## src/hw/rtl/csvt_pkg.sv

```systemverilog
// Types and constants of the CSV field tokenizer.
package csvt_pkg;

  localparam logic [7:0] ChComma = 8'h2C;
  localparam logic [7:0] ChCr    = 8'h0D;
  localparam logic [7:0] ChLf    = 8'h0A;
  localparam logic [7:0] ChQuote = 8'h22;

  localparam logic KindContent  = 1'b0;
  localparam logic KindFieldEnd = 1'b1;

  // Result queue geometry.
  localparam int unsigned QDepth = 4;
  localparam int unsigned QPtrW  = 2;
  localparam int unsigned QCntW  = 3;

  typedef enum logic [4:0] {
    ModeStart  = 5'b00001,
    ModePlain  = 5'b00010,
    ModeQuoted = 5'b00100,
    ModeQPend  = 5'b01000,
    ModeDrop   = 5'b10000
  } csvt_mode_e;

  typedef struct packed {
    logic [7:0] text_byte;
    logic       end_of_text;
  } csvt_in_t;

  typedef struct packed {
    logic       item_kind;
    logic [7:0] content_byte;
    logic       row_done;
    logic       unterminated_quote;
    logic       last_of_run;
  } csvt_out_t;

  typedef struct packed {
    logic [1:0] count;
    csvt_out_t  res0;
    csvt_out_t  res1;
    csvt_mode_e mode;
    logic       cr_held;
  } csvt_step_t;

endpackage

```

## src/hw/rtl/csvt_parse.sv

```systemverilog
// Combinational parse step: one item and the current state give up to two results.
module csvt_parse
  import csvt_pkg::*;
(
  input  csvt_in_t   item_i,
  input  csvt_mode_e mode_i,
  input  logic       cr_held_i,
  output csvt_step_t step_o
);

  function automatic csvt_out_t mk(logic kind, logic [7:0] b, logic row, logic err);
    csvt_out_t r;
    r.item_kind          = kind;
    r.content_byte       = b;
    r.row_done           = row;
    r.unterminated_quote = err;
    r.last_of_run        = 1'b0;
    return r;
  endfunction

  logic [7:0] b;
  // Handling of a byte in an unquoted field.
  csvt_out_t  pb_res;
  logic       pb_emit;
  csvt_mode_e pb_mode;
  // Handling of a byte after a closing quote.
  csvt_out_t  db_res;
  logic       db_emit;
  csvt_mode_e db_mode;
  csvt_step_t s;

  assign b = item_i.text_byte;

  always_comb begin
    pb_res  = mk(KindContent, b, 1'b0, 1'b0);
    pb_emit = 1'b1;
    pb_mode = ModePlain;
    if (b == ChComma) begin
      pb_res  = mk(KindFieldEnd, 8'h00, 1'b0, 1'b0);
      pb_mode = ModeStart;
    end else if (b == ChLf) begin
      pb_res  = mk(KindFieldEnd, 8'h00, 1'b1, 1'b0);
      pb_mode = ModeStart;
    end else if (b == ChCr) begin
      pb_emit = 1'b0;
    end
  end

  always_comb begin
    db_res  = mk(KindFieldEnd, 8'h00, 1'b0, 1'b0);
    db_emit = 1'b1;
    db_mode = ModeStart;
    if (b == ChLf) begin
      db_res = mk(KindFieldEnd, 8'h00, 1'b1, 1'b0);
    end else if (b != ChComma) begin
      db_emit = 1'b0;
      db_mode = ModeDrop;
    end
  end

  always_comb begin
    s.count   = 2'd0;
    s.res0    = mk(KindContent, 8'h00, 1'b0, 1'b0);
    s.res1    = mk(KindContent, 8'h00, 1'b0, 1'b0);
    s.mode    = mode_i;
    s.cr_held = cr_held_i;
    if (item_i.end_of_text) begin
      s.mode    = ModeStart;
      s.cr_held = 1'b0;
      if (mode_i == ModePlain && cr_held_i) begin
        s.res0  = mk(KindContent, ChCr, 1'b0, 1'b0);
        s.res1  = mk(KindFieldEnd, 8'h00, 1'b1, 1'b0);
        s.count = 2'd2;
      end else begin
        s.res0  = mk(KindFieldEnd, 8'h00, 1'b1, mode_i == ModeQuoted);
        s.count = 2'd1;
      end
    end else begin
      case (mode_i)
        ModePlain: begin
          if (cr_held_i && b == ChLf) begin
            // CR LF pair ends the row; the CR is not content.
            s.res0    = mk(KindFieldEnd, 8'h00, 1'b1, 1'b0);
            s.count   = 2'd1;
            s.mode    = ModeStart;
            s.cr_held = 1'b0;
          end else if (cr_held_i) begin
            // A held CR without LF turns into content ahead of this byte.
            s.res0    = mk(KindContent, ChCr, 1'b0, 1'b0);
            s.res1    = pb_res;
            s.count   = pb_emit ? 2'd2 : 2'd1;
            s.mode    = pb_mode;
            s.cr_held = (b == ChCr);
          end else begin
            s.res0    = pb_res;
            s.count   = {1'b0, pb_emit};
            s.mode    = pb_mode;
            s.cr_held = (b == ChCr);
          end
        end
        ModeQuoted: begin
          if (b == ChQuote) begin
            s.mode = ModeQPend;
          end else begin
            s.res0  = mk(KindContent, b, 1'b0, 1'b0);
            s.count = 2'd1;
          end
        end
        ModeQPend: begin
          if (b == ChQuote) begin
            s.res0  = mk(KindContent, ChQuote, 1'b0, 1'b0);
            s.count = 2'd1;
            s.mode  = ModeQuoted;
          end else begin
            s.res0  = db_res;
            s.count = {1'b0, db_emit};
            s.mode  = db_mode;
          end
        end
        ModeDrop: begin
          s.res0  = db_res;
          s.count = {1'b0, db_emit};
          s.mode  = db_mode;
        end
        default: begin
          s.cr_held = 1'b0;
          if (b == ChQuote) begin
            s.mode = ModeQuoted;
          end else begin
            s.res0    = pb_res;
            s.count   = {1'b0, pb_emit};
            s.mode    = pb_mode;
            s.cr_held = (b == ChCr);
          end
        end
      endcase
    end
    if (s.count == 2'd2) begin
      s.res1.last_of_run = 1'b1;
    end else begin
      s.res0.last_of_run = 1'b1;
    end
  end

  assign step_o = s;

endmodule

```

## src/hw/rtl/csv_field_tokenizer_unit.sv

```systemverilog
// Top level of the streaming CSV field tokenizer.
//
//   channel | direction | payload    | handshake
//   in      | input     | csvt_in_t  | in_valid_i / in_stall_o
//   out     | output    | csvt_out_t | out_valid_o / out_stall_i
//
// An item is registered, parsed combinationally and its zero to two results are
// written into a four-entry result queue; the queue feeds the output port.
// One item per cycle is taken while the queue holds at most two results.
// Reset returns the parser to field start and empties the queue.
// Output stalls reach the input only through the queue fill level.
module csv_field_tokenizer_unit
  import csvt_pkg::*;
(
  input  logic      clk_i,
  input  logic      rst_ni,
  input  logic      in_valid_i,
  output logic      in_stall_o,
  input  csvt_in_t  in_item_i,
  output logic      out_valid_o,
  input  logic      out_stall_i,
  output csvt_out_t out_item_o
);

  logic             in_valid_q;
  csvt_in_t         in_q;
  csvt_mode_e       mode_q;
  logic             cr_held_q;
  csvt_out_t        queue_q [QDepth];
  logic [QPtrW-1:0] wr_ptr_q, rd_ptr_q;
  logic [QCntW-1:0] cnt_q, cnt_d;
  csvt_step_t       step;
  logic             adv, in_take, pop;

  csvt_parse u_parse (
    .item_i   (in_q),
    .mode_i   (mode_q),
    .cr_held_i(cr_held_q),
    .step_o   (step)
  );

  // The parsed item moves on only when the queue has room for two results.
  assign adv        = in_valid_q && (cnt_q <= QCntW'(QDepth - 2));
  assign in_stall_o = in_valid_q && !adv;
  assign in_take    = in_valid_i && !in_stall_o;

  assign out_valid_o = (cnt_q != '0);
  assign out_item_o  = queue_q[rd_ptr_q];
  assign pop         = out_valid_o && !out_stall_i;

  always_comb begin
    cnt_d = cnt_q;
    if (adv) begin
      cnt_d = cnt_d + QCntW'(step.count);
    end
    if (pop) begin
      cnt_d = cnt_d - QCntW'(1);
    end
  end

  always_ff @(posedge clk_i or negedge rst_ni) begin
    if (!rst_ni) begin
      in_valid_q <= 1'b0;
      mode_q     <= ModeStart;
      cr_held_q  <= 1'b0;
      wr_ptr_q   <= '0;
      rd_ptr_q   <= '0;
      cnt_q      <= '0;
    end else begin
      if (in_take) begin
        in_valid_q <= 1'b1;
      end else if (adv) begin
        in_valid_q <= 1'b0;
      end
      if (adv) begin
        mode_q    <= step.mode;
        cr_held_q <= step.cr_held;
        wr_ptr_q  <= wr_ptr_q + QPtrW'(step.count);
      end
      if (pop) begin
        rd_ptr_q <= rd_ptr_q + QPtrW'(1);
      end
      cnt_q <= cnt_d;
    end
  end

  always_ff @(posedge clk_i) begin
    if (in_take) begin
      in_q <= in_item_i;
    end
    if (adv && step.count != 2'd0) begin
      queue_q[wr_ptr_q] <= step.res0;
    end
    if (adv && step.count == 2'd2) begin
      queue_q[wr_ptr_q + QPtrW'(1)] <= step.res1;
    end
  end

endmodule

```

## config.mk

```make
export PLATFORM = sky130hd
export DESIGN_NAME = csv_field_tokenizer_unit
export DESIGN_NICKNAME = d
export VERILOG_FILES = /design/src/hw/rtl/csvt_pkg.sv /design/src/hw/rtl/csvt_parse.sv /design/src/hw/rtl/csv_field_tokenizer_unit.sv
export SDC_FILE = /design/constraint.sdc
export NUM_CORES = 1
export LEC_CHECK = 0
export ABC_AREA = 0
export BUFFER_PORTS_ARGS = -buffer_cell sky130_fd_sc_hd__buf_2
export CORE_ASPECT_RATIO = 1.1
export CORE_UTILIZATION = 50
export CTS_CLUSTER_DIAMETER = 40
export CTS_CLUSTER_SIZE = 10
export DETAILED_ROUTE_END_ITERATION = 8
export HOLD_SLACK_MARGIN = 0.15
export PLACE_DENSITY = 0.68
export SLEW_MARGIN = 20
export SYNTH_ARGS = -nofsm -noshare
export SYNTH_HDL_FRONTEND = slang
export SYNTH_SLANG_ARGS = --single-unit
```

## constraint.sdc

```tcl
create_clock -name clk_i -period 4 [get_ports clk_i]
set_input_delay 0.4 -clock clk_i [delete_from_list [all_inputs] [get_ports clk_i]]
set_output_delay 0.4 -clock clk_i [all_outputs]
set_load 0.005 [all_outputs]
```

### After elaboration in Yosys (flattened, before gate mapping)

Memory sizes are Yosys's and may differ from the RTL's.
Cells that the tools add are included.

* add/subtract/negate cells: 5
* $lt $le $gt $ge: 1
* equality and inequality tests: 12
* mux-type cells: 42
* reductions and logical operators: 17

Operators with widths (number)
* $mux W12: 6
* $pmux W14 S4: 1
* $mux W14: 3
* $mux W13: 3
* $mux W32: 1
* $mux W5: 6
* $pmux W5 S4: 1
* $eq A8 B4 Y1 const B: 2
* $eq A8 B6 Y1 const B: 2
* $mux W1: 14
* $mux W3: 3
* $logic_and A1 B1 Y1: 8
* $ne A8 B6 Y1 const B: 1
* $mux W6: 1
* $eq A5 B2 Y1 const B: 1
* $eq A5 B3 Y1 const B: 1
* $eq A5 B4 Y1 const B: 1
* $eq A5 B5 Y1 const B: 1
* $add A2 B1 Y2 const B: 2
* $mux W2: 2
* $reduce_and A2 Y1: 2
* $reduce_bool A2 Y1: 2
* $add A3 B2 Y3: 1
* $le A3 B2 Y1 const B: 1
* other kinds (9): 11

* register bits after elaboration: 23
* RAM bits: 48
* bits of input ports: 13
* output and inout port bits: 14
* logic and storage cells: 86
* memories: 1

Memory list
* queue_q: words 4, width 12, read ports 1, clocked after Yosys merged registers in 0, wr ports 2, RTL line csv_field_tokenizer_unit.sv:29 `csvt_out_t queue_q [QDepth];`

### Logic depth before layout (Yosys ltp)

Gate-level depths: netlist of the first run.

* depth in word-level cells: 13
* gate-level depth with buffers: 15
* gate-level depth less buffers: 14

### Hierarchy

From an unflattened synthesis of the first run, not the netlist that was laid out.

* cells, all modules: 321
* area total of the unflattened synthesis: 4136.5 um^2

By module, submodules not included
* csv_field_tokenizer_unit: times used 1, cells an instance 203, area each 3359.5 um^2, seq. area each 2063.2 um^2
* csvt_parse: times used 1, cells an instance 118, area each 777.0 um^2, seq. area each 0.0 um^2

### Least setup slack after synthesis of the first run

OpenSTA, ideal clock, no wires.

* kind: register to register
* start point: register in_q[5] in the netlist's numbering
* end point: register cnt_q[2]
* library setup time: 0.128 ns
* arrival time: 3.403 ns
* data required time: 3.872 ns
* setup slack: 0.469 ns
* stages on the path, launching flop included: 15
* buffers on the path: 0
* clock period less this slack: 3.531 ns
* cells stage by stage: edfxtp_1 > or3_1 > or4_1 > ha_1 > inv_1 > o211ai_1 > nand2b_1 > o21ai_0 > inv_1 > ha_1 > fa_1 > mux2i_1 > ha_1 > nand2_1 > xor2_1

* cells in the longest elaborated chain, start to end: 13
* elaborated cells on any way between the ends: 23
* classes of those cells: add/sub (2); eq/ne (5); mux (15); reduce/logical (1)

Ends and longest elaborated chain
* start: declaration: RTL line csv_field_tokenizer_unit.sv:26 `csvt_in_t in_q;`
* start signal: assignment: RTL line csv_field_tokenizer_unit.sv:89 `in_q <= in_item_i;`
* $eq A8 B4 Y1: RTL line csvt_parse.sv:44 `end else if (b == ChCr) begin`
* $mux W1: RTL line csvt_parse.sv:44
* $mux W1: RTL line csvt_parse.sv:41 `end else if (b == ChLf) begin`
* $mux W1: RTL line csvt_parse.sv:38 `if (b == ChComma) begin`
* $mux W2: RTL line csvt_parse.sv:91 `s.count = pb_emit ? 2'd2 : 2'd1;`
* $mux W14: RTL line csvt_parse.sv:87 `end else if (cr_held_i) begin`
* $mux W14: RTL line csvt_parse.sv:81 `if (cr_held_i && b == ChLf) begin`
* $pmux W14 S4 *: RTL line csvt_parse.sv:79 `case (mode_i)`
* $mux W32 *: RTL line csvt_parse.sv:67 `if (item_i.end_of_text) begin`
* $add A3 B2 Y3 *: RTL line csv_field_tokenizer_unit.sv:54 `cnt_d = cnt_d + QCntW'(step.count);`
* $mux W3 *: RTL line csv_field_tokenizer_unit.sv:53 `if (adv) begin`
* $sub A3 B1 Y3: RTL line csv_field_tokenizer_unit.sv:57 `cnt_d = cnt_d - QCntW'(1);`
* $mux W3 *: RTL line csv_field_tokenizer_unit.sv:56 `if (pop) begin`
* net cnt_d[2]: RTL line csv_field_tokenizer_unit.sv:31 `logic [QCntW-1:0] cnt_q, cnt_d;`
* end signal: assignment: RTL line csv_field_tokenizer_unit.sv:83 `cnt_q <= cnt_d;`
* end: declaration: RTL line csv_field_tokenizer_unit.sv:31

The timed path passes the listed nets; every way through them passes the cells marked *.
A chain may end at the register's enable or synchronous reset.

### Worst setup path in the final report of the first run

* start point: register in_q[7] in the netlist's numbering
* end point: register cnt_q[2]

The elaborated chain is that of the path after synthesis.

==> impl_metrics.tcl, run 1 <==
set metrics [dict create \
    run_status "finished, final reports clean" \
    postSynth.topFlopCell "edfxtp_1" \
    place.port_buffers 26 \
    timing.clock.skew_ns 0.0128 \
    place_area_um2 4210 \
    leakage_uw 0.00155 \
    holdCritStartpoint "in_item_i[8]" \
    syn_to_final_growth_pct 13.8 \
    die_span_y_um 94.4 \
    synth_enable_flop_cells 53 \
    async_reset_ff_share_pct 19.7 \
    max_slew.worst_pin.slew_ns 0.862 \
    report.final.slew_viol_count 0 \
    core_util_final_pct 59.0 \
    synth.top_cell.area_share_pct 41.0 \
    share_clk_of_total_power_pct 20.7 \
    layout-drive-gt1-share_pct 21.5 \
    wire_length_of_the_first_global_routing_pass_um 14900 \
    timing.final.setup_violations 0 \
    avgViaCountPerCell 6.15 \
    endpoint_kind "flop" \
    fp.dieArea_um2 8110 \
    cts_resized 0 \
    post-route-cell-area_um2 4410 \
    synth_area_leaders "edfxtp_1 (41%), dfrtp_1 (8.4%), mux4_2 (7.0%)" \
    cts_inserted_buffers 9 \
    rsz0062_at_grt "false" \
    io_pins 27 \
    avgSynthCellArea_um2 11.2 \
    design.final.nets 403 \
    criticalPathCategory "flop to flop" \
    timing.critical_path.from_type "flop" \
    detail_route.drc_violations 0 \
    synth.cell_area_um2 3880 \
    count_of_cell_types_in_the_netlist 61 \
    cts_tree "done" \
    power_density_nw_per_um2 601 \
    clk_root_buffer_cell "clkbuf_8" \
    routed_wl_um 9240 \
    detail-route-antenna-nets 0 \
    internal_power_summed_over_all_cells_uw 1660 \
    timing.slew.headroom_pct 42.6 \
    finalSetupTns_ns 0 \
    crit-reg2reg-launch "in_q[7]" \
    numClockSinks 71 \
    detailedRoute.firstIterationViolations 218 \
    clock_insertion_delay_worst_skew_ns 0.35 \
    initial_core_util_pct 51.9 \
    grt_usage_pct 24.6 \
    overflow 0 \
    seq_power_share_pct 43.5 \
    comb_power_share_pct 35.8 \
    floorplan.die.width_um 86.0 \
    totalPowerFinal_uw 2650 \
    post-route-period-util_pct 95.0 \
    h-tree-depth 3 \
    fmaxAchievable_mhz 263 \
    synthesis.instances 345 \
    hold_path_class "primary input to flop" \
    critPathLaunch "in_q[7]" \
    rows 33 \
    largest_net_degree_at_the_start_of_global_routing 18 \
    drt_first_pass_iters 5 \
    critPathRequiredTime_ns 4.24 \
    antenna-diode-count 0 \
    yosys_warnings 0 \
    grt_antenna_before_repair 0 \
    power_switching_share_pct 37.5 \
    synth_sequential_area_ratio_pct 52.2 \
    num_vias 3042 \
    fillers 603 \
    post_drt_wl_per_cell_um 18.7 \
    via_count_of_the_first_global_routing_pass 2887 \
    synth_top_area_cell "edfxtp_1" \
    cts.reportedPaths.clkPinSlew_ns 0.09 \
    final_period_minus_worst_setup_slack_ns 3.80 \
    p_switching_uw 995 \
    cts_buffer_depth 2 \
    critical_path_arrival_ns 4.04 \
    core_um2 7470 \
    synth-seq-cells 71 \
    finalHoldViolations 0 \
    ir_drop_v 0.000479 \
    hpwlAfterDp_um 6840 \
    cap_violations 0 \
    postSynthNetCount 363 \
    crit_path_max_fanout 7 \
    place.gp.congestion 0.987 \
]
path summary, 6_finish.rpt:
kind	cells past startpoint	endpoint	slack (ns)
setup / recovery	14	cnt_q[2]	0.20
hold / removal	1	in_q[8]	0.22
setup reg to reg	14	cnt_q[2]	0.20
hold reg to reg	2	in_valid_q	0.56
max in group asynchronous	2	mode_q[0]	3.23
min in group asynchronous	2	rd_ptr_q[1]	0.46
sequential cells by signal (all words and copies together), names as in the netlist:
| register | cells |
|---|---|
| cnt_q | 3 |
| cr_held_q | 1 |
| in_q | 9 |
| in_valid_q | 1 |
| mode_q | 5 |
| queue_q | 48 |
| rd_ptr_q | 2 |
| wr_ptr_q | 2 |
cell usage after synthesis, drive strengths merged, types with 2 or more instances:
| cell type | count |
|---|---|
| o2bb2ai | 2 |
| a32o | 2 |
| mux4 | 12 |
| nand3 | 5 |
| nand2b | 7 |
| nor3 | 10 |
| o21a | 4 |
| o22ai | 30 |
| buf | 5 |
| xnor2 | 4 |
| nor2 | 17 |
| or4 | 2 |
| nand2 | 40 |
| dfxtp | 4 |
| or4b | 2 |
| and3 | 2 |
| edfxtp | 53 |
| inv | 9 |
| dfrtp | 13 |
| or2 | 2 |
| ha | 4 |
| o31ai | 4 |
| xor2 | 5 |
| or3 | 5 |
| o21ai | 18 |
| mux2i | 3 |
| a32oi | 4 |
| a21boi | 6 |
| nor2b | 15 |
| nor4b | 2 |
| clkbuf | 15 |
| o211ai | 4 |
| and2 | 4 |
| o2111ai | 2 |
| a21oi | 11 |
power by group through the flow:
stage | clock (µW) | combinational [µW] | sequential (µW)
floorplan | 0 | 751 | 1040
global placement | 0 | 927 | 1170
detailed placement | 0 | 938 | 1180
CTS | 548 | 943 | 1160
global route | 582 | 1040 | 1180
finish | 548 | 950 | 1150
per-layer routing:
layer / GRT usage, % / vias to the layer above / wire length [µm]
li1: - / 1405 / -
met1: 31.7 / 1455 / 3960
met2: 39.9 / 161 / 4410
met3: 5.16 / 21 / 649
met4: 11.5 / 0 / 224
met5: 0 / - / 0
through the flow:
step	hold slack, ns	worst slack, ns	instances
floorplan	0.104	0.469	345
global placement	0.317	0.367	477
detailed placement	0.321	0.233	477
CTS	0.210	0.196	494
global route	0.201	0.0192	495
finish	0.216	0.199	495
final cells by class:
| type | instances | area, µm² | area share [%] |
|---|---|---|---|
| Clock buffer | 9 | 124 | 2.81 |
| Inverter | 9 | 33.8 | 0.766 |
| Timing Repair Buffer | 49 | 305 | 6.92 |
| Multi-Input combinational cell | 245 | 1740 | 39.3 |
| Sequential cell | 71 | 2020 | 45.8 |
| Clock inverter | 7 | 60.1 | 1.36 |
| Tap cell | 105 | 131 | 2.98 |
kinds of logic (layout without fill, tap and decap cells):
kind of cell | Yosys count | after routing | synth area share (%)
XOR/XNOR | 9 | 9 | 2.03
multiplexers | 16 | 16 | 8.03
AND/OR/NAND/NOR | 120 | 120 | 16.2
buffers and inverters | 29 | 74 | 3.07
flip-flops | 71 | 71 | 52.2
adder cells (fa/ha/maj) | 5 | 5 | 1.81
AO/OA/AOI/OAI | 95 | 95 | 16.7
worst max-delay path, stage by stage (launching register included):
cell      delay (ns)
edfxtp_1        0.46
or3_1           0.41
or4_1           0.52
ha_1            0.29
inv_1           0.07
o211ai_1        0.14
nand2b_1        0.17
o21ai_0         0.25
inv_1           0.11
ha_1            0.21
fa_1            0.44
mux2i_1         0.21
ha_1            0.18
nand2_1         0.06
xor2_1          0.18
repair_timing:
action	CTS	global route
setup buffers	0	1
setup endpoints to repair	0	1
endpoints found under the hold margin	13	0
hold buffers	1	0
layout by cell type, fill, tap and decap left out, types with 9 or more instances in the layout:
master and count:
buf_2 26, nor2_1 17, o21ai_0 16, o22ai_1 30, nor2b_1 15, a21oi_1 11
buf_4 22, nand2_1 39, nor3_1 10, mux4_2 12, edfxtp_1 53, clkbuf_8 9
dfrtp_1 13
Note: power is estimated with default switching activity, not from simulation.
==> run 2: changes to the inputs <==
--- a/config.mk
+++ b/config.mk
@@ -10,3 +10,3 @@
 export CORE_ASPECT_RATIO = 1.1
-export CORE_UTILIZATION = 50
+export CORE_UTILIZATION = 30
 export CTS_CLUSTER_DIAMETER = 40
@@ -15,3 +15,2 @@
 export HOLD_SLACK_MARGIN = 0.15
-export PLACE_DENSITY = 0.68
 export SLEW_MARGIN = 20
--- a/constraint.sdc
+++ b/constraint.sdc
@@ -3,2 +3,2 @@
 set_output_delay 0.4 -clock clk_i [all_outputs]
-set_load 0.005 [all_outputs]
+set_load 0.1 [all_outputs]
==> impl_metrics.tcl, run 2 (synthesis results as in run 1) <==
set metrics [dict create \
    floorplan.die.width_um 110 \
    cts_tree "done" \
    rsz0062_at_grt "false" \
    fillers 1254 \
    timing.critical_path.from_type "flop" \
    overflow 0 \
    largest_net_degree_at_the_start_of_global_routing 18 \
    place.gp.congestion 0.901 \
    timing.final.setup_violations 0 \
    finalHoldViolations 0 \
    crit_path_max_fanout 7 \
    io_pins 27 \
    fmaxAchievable_mhz 270 \
    cts_inserted_buffers 9 \
    endpoint_kind "flop" \
    most-common-layout-cells "edfxtp_1 (53), nand2_1 (39), o22ai_1 (30)" \
    layout_top_registers "queue_q (48), in_q (9), mode_q (5)" \
    initial_core_util_pct 30.8 \
    multi_input_area_um2 1740 \
    crit-reg2reg-launch "in_q[5]" \
    avgViaCountPerCell 5.63 \
    post-route-worst-setup-slack_ns 0.300 \
    via_count_of_the_first_global_routing_pass 2897 \
    grt_usage_pct 15.2 \
    design.final.nets 400 \
    detail-route-antenna-nets 0 \
    detailedRoute.firstIterationViolations 314 \
    power_density_nw_per_um2 778 \
    timing.slew.headroom_pct 40.7 \
    hold_ws_ns 0.234 \
    die_span_y_um 121 \
    cts.reportedPaths.clkPinSlew_ns 0.06 \
    max_slew.worst_pin.slew_ns 0.890 \
    mostFrequentLayoutCell "edfxtp_1" \
    criticalPathCategory "flop to flop" \
    wire_length_of_the_first_global_routing_pass_um 15100 \
    seqCellArea_um2 2020 \
    whs_endpoint "in_q[7]" \
    num_vias 3062 \
    place.port_buffers 26 \
    final_period_minus_worst_setup_slack_ns 3.70 \
    post-route-period-util_pct 92.5 \
    worst_hold_depth 1 \
    antenna-diode-count 0 \
    detail_route.drc_violations 0 \
    critical_path_arrival_ns 3.92 \
    routed_wl_um 9510 \
    run_status "finished, final reports clean" \
    leakage_uw 0.00159 \
    totalPowerFinal_uw 3550 \
    largest_register_ff_count 48 \
    rrSetupSlack_ns 0.30 \
    fin_cells 544 \
    timing.clock.skew_ns 0.00941 \
    core_um2 12600 \
    numClockSinks 71 \
    report.final.slew_viol_count 0 \
    h-tree-depth 3 \
    critPathRequiredTime_ns 4.22 \
    cts_buffer_depth 2 \
    post_drt_wl_per_cell_um 17.5 \
    hold_path_class "primary input to flop" \
    grt_antenna_before_repair 0 \
    postCtsSetupRepairBufs 0 \
    max_flop_register "queue_q" \
    regToRegEndpoint "cnt_q[2]" \
    hpwlAfterDp_um 7140 \
    finalSetupTns_ns 0 \
    syn_to_final_growth_pct 17.8 \
    layout-drive-gt1-share_pct 20.7 \
    holdCritStartpoint "in_item_i[7]" \
    place_worst_setup_slack_ns 0.231 \
    drt_first_pass_iters 5 \
    ir_drop_v 0.000440 \
    clk_root_buffer_cell "clkbuf_16" \
    rr_worst_depth 14 \
    cap_violations 0 \
    clock_insertion_delay_worst_skew_ns 0.34 \
    fp.dieArea_um2 13400 \
    placed_cells_incl_taps 527 \
    rows 43 \
]
run 2: final cells by class:
type / count / area share, %
sequential: 71 / 44.3
multi-input combinational: 245 / 38.0
timing repair buffer: 46 / 6.19
clock buffer: 10 / 5.01
tap: 157 / 4.30
clock inverter: 6 / 1.51
inverter: 9 / 0.739
run 2: worst max path at each step:
stage / start / to / slack [ns] / depth (start not counted)
floorplan: in_q[5] / cnt_q[2] / 0.47 / 14
global placement: in_q[5] / cnt_q[2] / 0.35 / 14
detailed placement: in_q[7] / cnt_q[2] / 0.23 / 14
CTS: in_q[7] / cnt_q[2] / 0.21 / 14
global route: in_q[5] / cnt_q[2] / 0.05 / 14
finish: in_q[5] / cnt_q[2] / 0.30 / 14
run 2: through the flow:
step / utilization (%) / area, µm²
4_1_cts: 36.3 / 4570
3_3_place_gp: 33.9 / 4260
5_1_grt: 36.3 / 4570
2_1_floorplan: - / 3880
6_report: 36.3 / 4570
3_5_place_dp: 33.9 / 4260
run 2: worst max-delay path: stages, from the launching register on:
cell      delay (ns)
edfxtp_1        0.45
or3_1           0.45
or4_1           0.52
ha_1            0.29
inv_1           0.06
o211ai_1        0.12
nand2b_1        0.17
o21ai_1         0.17
inv_1           0.08
ha_1            0.19
fa_1            0.43
mux2i_1         0.23
ha_1            0.19
nand2_1         0.06
xor2_1          0.17
run 2: repair_timing:
action                                  CTS  global route
gates resized for setup                   0             1
hold buffers                              1             0
endpoints found under the setup margin    0             2
hold endpoints to repair                 13             0
run 2: where the power goes:
group          leakage (µW)  internal, µW  switching, µW
Clock              0.000143           486            314
Sequential         0.000702           977            179
Combinational      0.000746           450           1150
run 2: per-layer routing:
metal	global-route usage (%)	wire [µm]	part of all wire (%)	up-vias
li1	-	-	-	1409
met1	20.3	4230	44	1499
met2	23.1	4430	47	128
met3	3.60	614	6.5	26
met4	6.50	235	2.5	0
met5	0	0	0	-
==> run 3: changes to the inputs <==
--- a/config.mk
+++ b/config.mk
@@ -15,2 +15,3 @@
 export HOLD_SLACK_MARGIN = 0.15
+export MAX_ROUTING_LAYER = met4
 export SLEW_MARGIN = 20
--- a/constraint.sdc
+++ b/constraint.sdc
@@ -3,2 +3,2 @@
 set_output_delay 0.4 -clock clk_i [all_outputs]
-set_load 0.1 [all_outputs]
+set_load 0.02 [all_outputs]
==> impl_metrics.tcl, run 3 (synthesis results as in run 1) <==
set metrics [dict create \
    detailedRoute.firstIterationViolations 250 \
    hpwlAfterDp_um 7090 \
    final_period_minus_worst_setup_slack_ns 3.81 \
    h-tree-depth 3 \
    run_status "finished, final reports clean" \
    rsz0062_at_grt "false" \
    finalHoldViolations 0 \
    critPathRequiredTime_ns 4.21 \
    largest_net_degree_at_the_start_of_global_routing 18 \
    io_pins 27 \
    post-route-period-util_pct 95.3 \
    finalSetupTns_ns 0 \
    report.final.slew_viol_count 0 \
    rrSetupSlack_ns 0.19 \
    post-route-worst-setup-slack_ns 0.190 \
    hold_path_class "primary input to flop" \
    routed_wl_um 9510 \
    cap_violations 0 \
    mostFrequentLayoutCell "edfxtp_1" \
    criticalPathCategory "flop to flop" \
    die_span_y_um 121 \
    most-common-layout-cells "edfxtp_1 (53), nand2_1 (39), o22ai_1 (30)" \
    timing.clock.skew_ns 0.00732 \
    post_drt_wl_per_cell_um 17.6 \
    core_util_final_pct 36.1 \
    clk_root_buffer_cell "clkbuf_16" \
    power_density_nw_per_um2 661 \
    cts_inserted_buffers 9 \
    place.port_buffers 26 \
    layout_top_registers "queue_q (48), in_q (9), mode_q (5)" \
    core_um2 12600 \
    detail_route.drc_violations 0 \
    layout-drive-gt1-share_pct 20.6 \
    numClockSinks 71 \
    timing.final.setup_violations 0 \
    design.final.nets 397 \
    place.gp.congestion 0.922 \
    via_count_of_the_first_global_routing_pass 2933 \
    max_slew.worst_pin.slew_ns 0.874 \
    wire_length_of_the_first_global_routing_pass_um 15500 \
    initial_core_util_pct 30.8 \
    timing.critical_path.from_type "flop" \
    largest_register_ff_count 48 \
    fillers 1259 \
    cts_tree "done" \
    critical_path_arrival_ns 4.02 \
    floorplan.die.width_um 110 \
    fmaxAchievable_mhz 262 \
    cts_buffer_depth 2 \
    clock_insertion_delay_worst_skew_ns 0.33 \
    leakage_uw 0.00157 \
    fp.dieArea_um2 13400 \
    drt_first_pass_iters 5 \
    grt_usage_pct 15.9 \
    ir_drop_v 0.000280 \
    rows 43 \
    multi_input_area_um2 1740 \
    seqCellArea_um2 2020 \
    cts.reportedPaths.clkPinSlew_ns 0.06 \
    place_worst_setup_slack_ns 0.228 \
    timing.slew.headroom_pct 41.7 \
    antenna-diode-count 0 \
    syn_to_final_growth_pct 17.3 \
    max_flop_register "queue_q" \
    overflow 0 \
    grt_antenna_before_repair 0 \
    detail-route-antenna-nets 0 \
    endpoint_kind "flop" \
    crit_path_max_fanout 7 \
    num_vias 2966 \
    avgViaCountPerCell 5.48 \
]
[run 3: final timing paths]
kind | to | start | depth (start not counted)
setup / recovery | cnt_q[2] | in_q[5] | 14
hold / removal | in_q[0] | in_item_i[0] | 1
setup reg to reg | cnt_q[2] | in_q[5] | 14
hold reg to reg | in_valid_q | in_valid_q | 2
max in group asynchronous | mode_q[0] | rst_ni | 2
min in group asynchronous | in_valid_q | rst_ni | 2
[run 3: power breakdown]
part | internal, µW | leakage (µW) | switching [µW]
logic | 447 | 0.000728 | 598
clock network | 482 | 0.000138 | 306
registers | 977 | 0.000702 | 198
[run 3: timing repair]
action,in CTS,in global routing
hold buffers,1,0
setup buffers,0,0
hold endpoints to repair,13,0
endpoints found under the setup margin,0,1
resized for setup,0,1
[run 3: layer usage]
metal | up-vias | track usage [%] | share of wire (%)
met2 | 121 | 24.6 | 48
met3 | 14 | 2.85 | 5.7
met4 | 0 | 5.76 | 1.7
met5 | - | - | 0
met1 | 1423 | 20.9 | 45
li1 | 1408 | - | -
[run 3: area by class of cell]
type	instances	share of cell area (%)
Inverter	9	0.743
Clock inverter	7	1.57
Timing Repair Buffer	43	5.72
Tap cell	157	4.32
Multi-Input combinational cell	245	38.2
Clock buffer	9	4.95
Sequential cell	71	44.5
[run 3: worst max-delay path: stages (launching register included)]
cell and delay [ns]:
edfxtp_1 0.44, or3_1 0.45, or4_1 0.55, ha_1 0.30
inv_1 0.07, o211ai_1 0.14, nand2b_1 0.18, o21ai_0 0.21
inv_1 0.10, ha_1 0.20, fa_1 0.45, mux2i_2 0.20
ha_1 0.18, nand2_1 0.06, xor2_1 0.18
[run 3: metrics by stage]
step	area, µm²	hold WS (ns)	total power [µW]	cells
floorplan	3880	0.104	1900	345
global placement	4240	0.319	2200	524
detailed placement	4240	0.326	2230	524
CTS	4550	0.231	3030	541
global route	4550	0.230	3190	541
finish	4550	0.239	3010	541
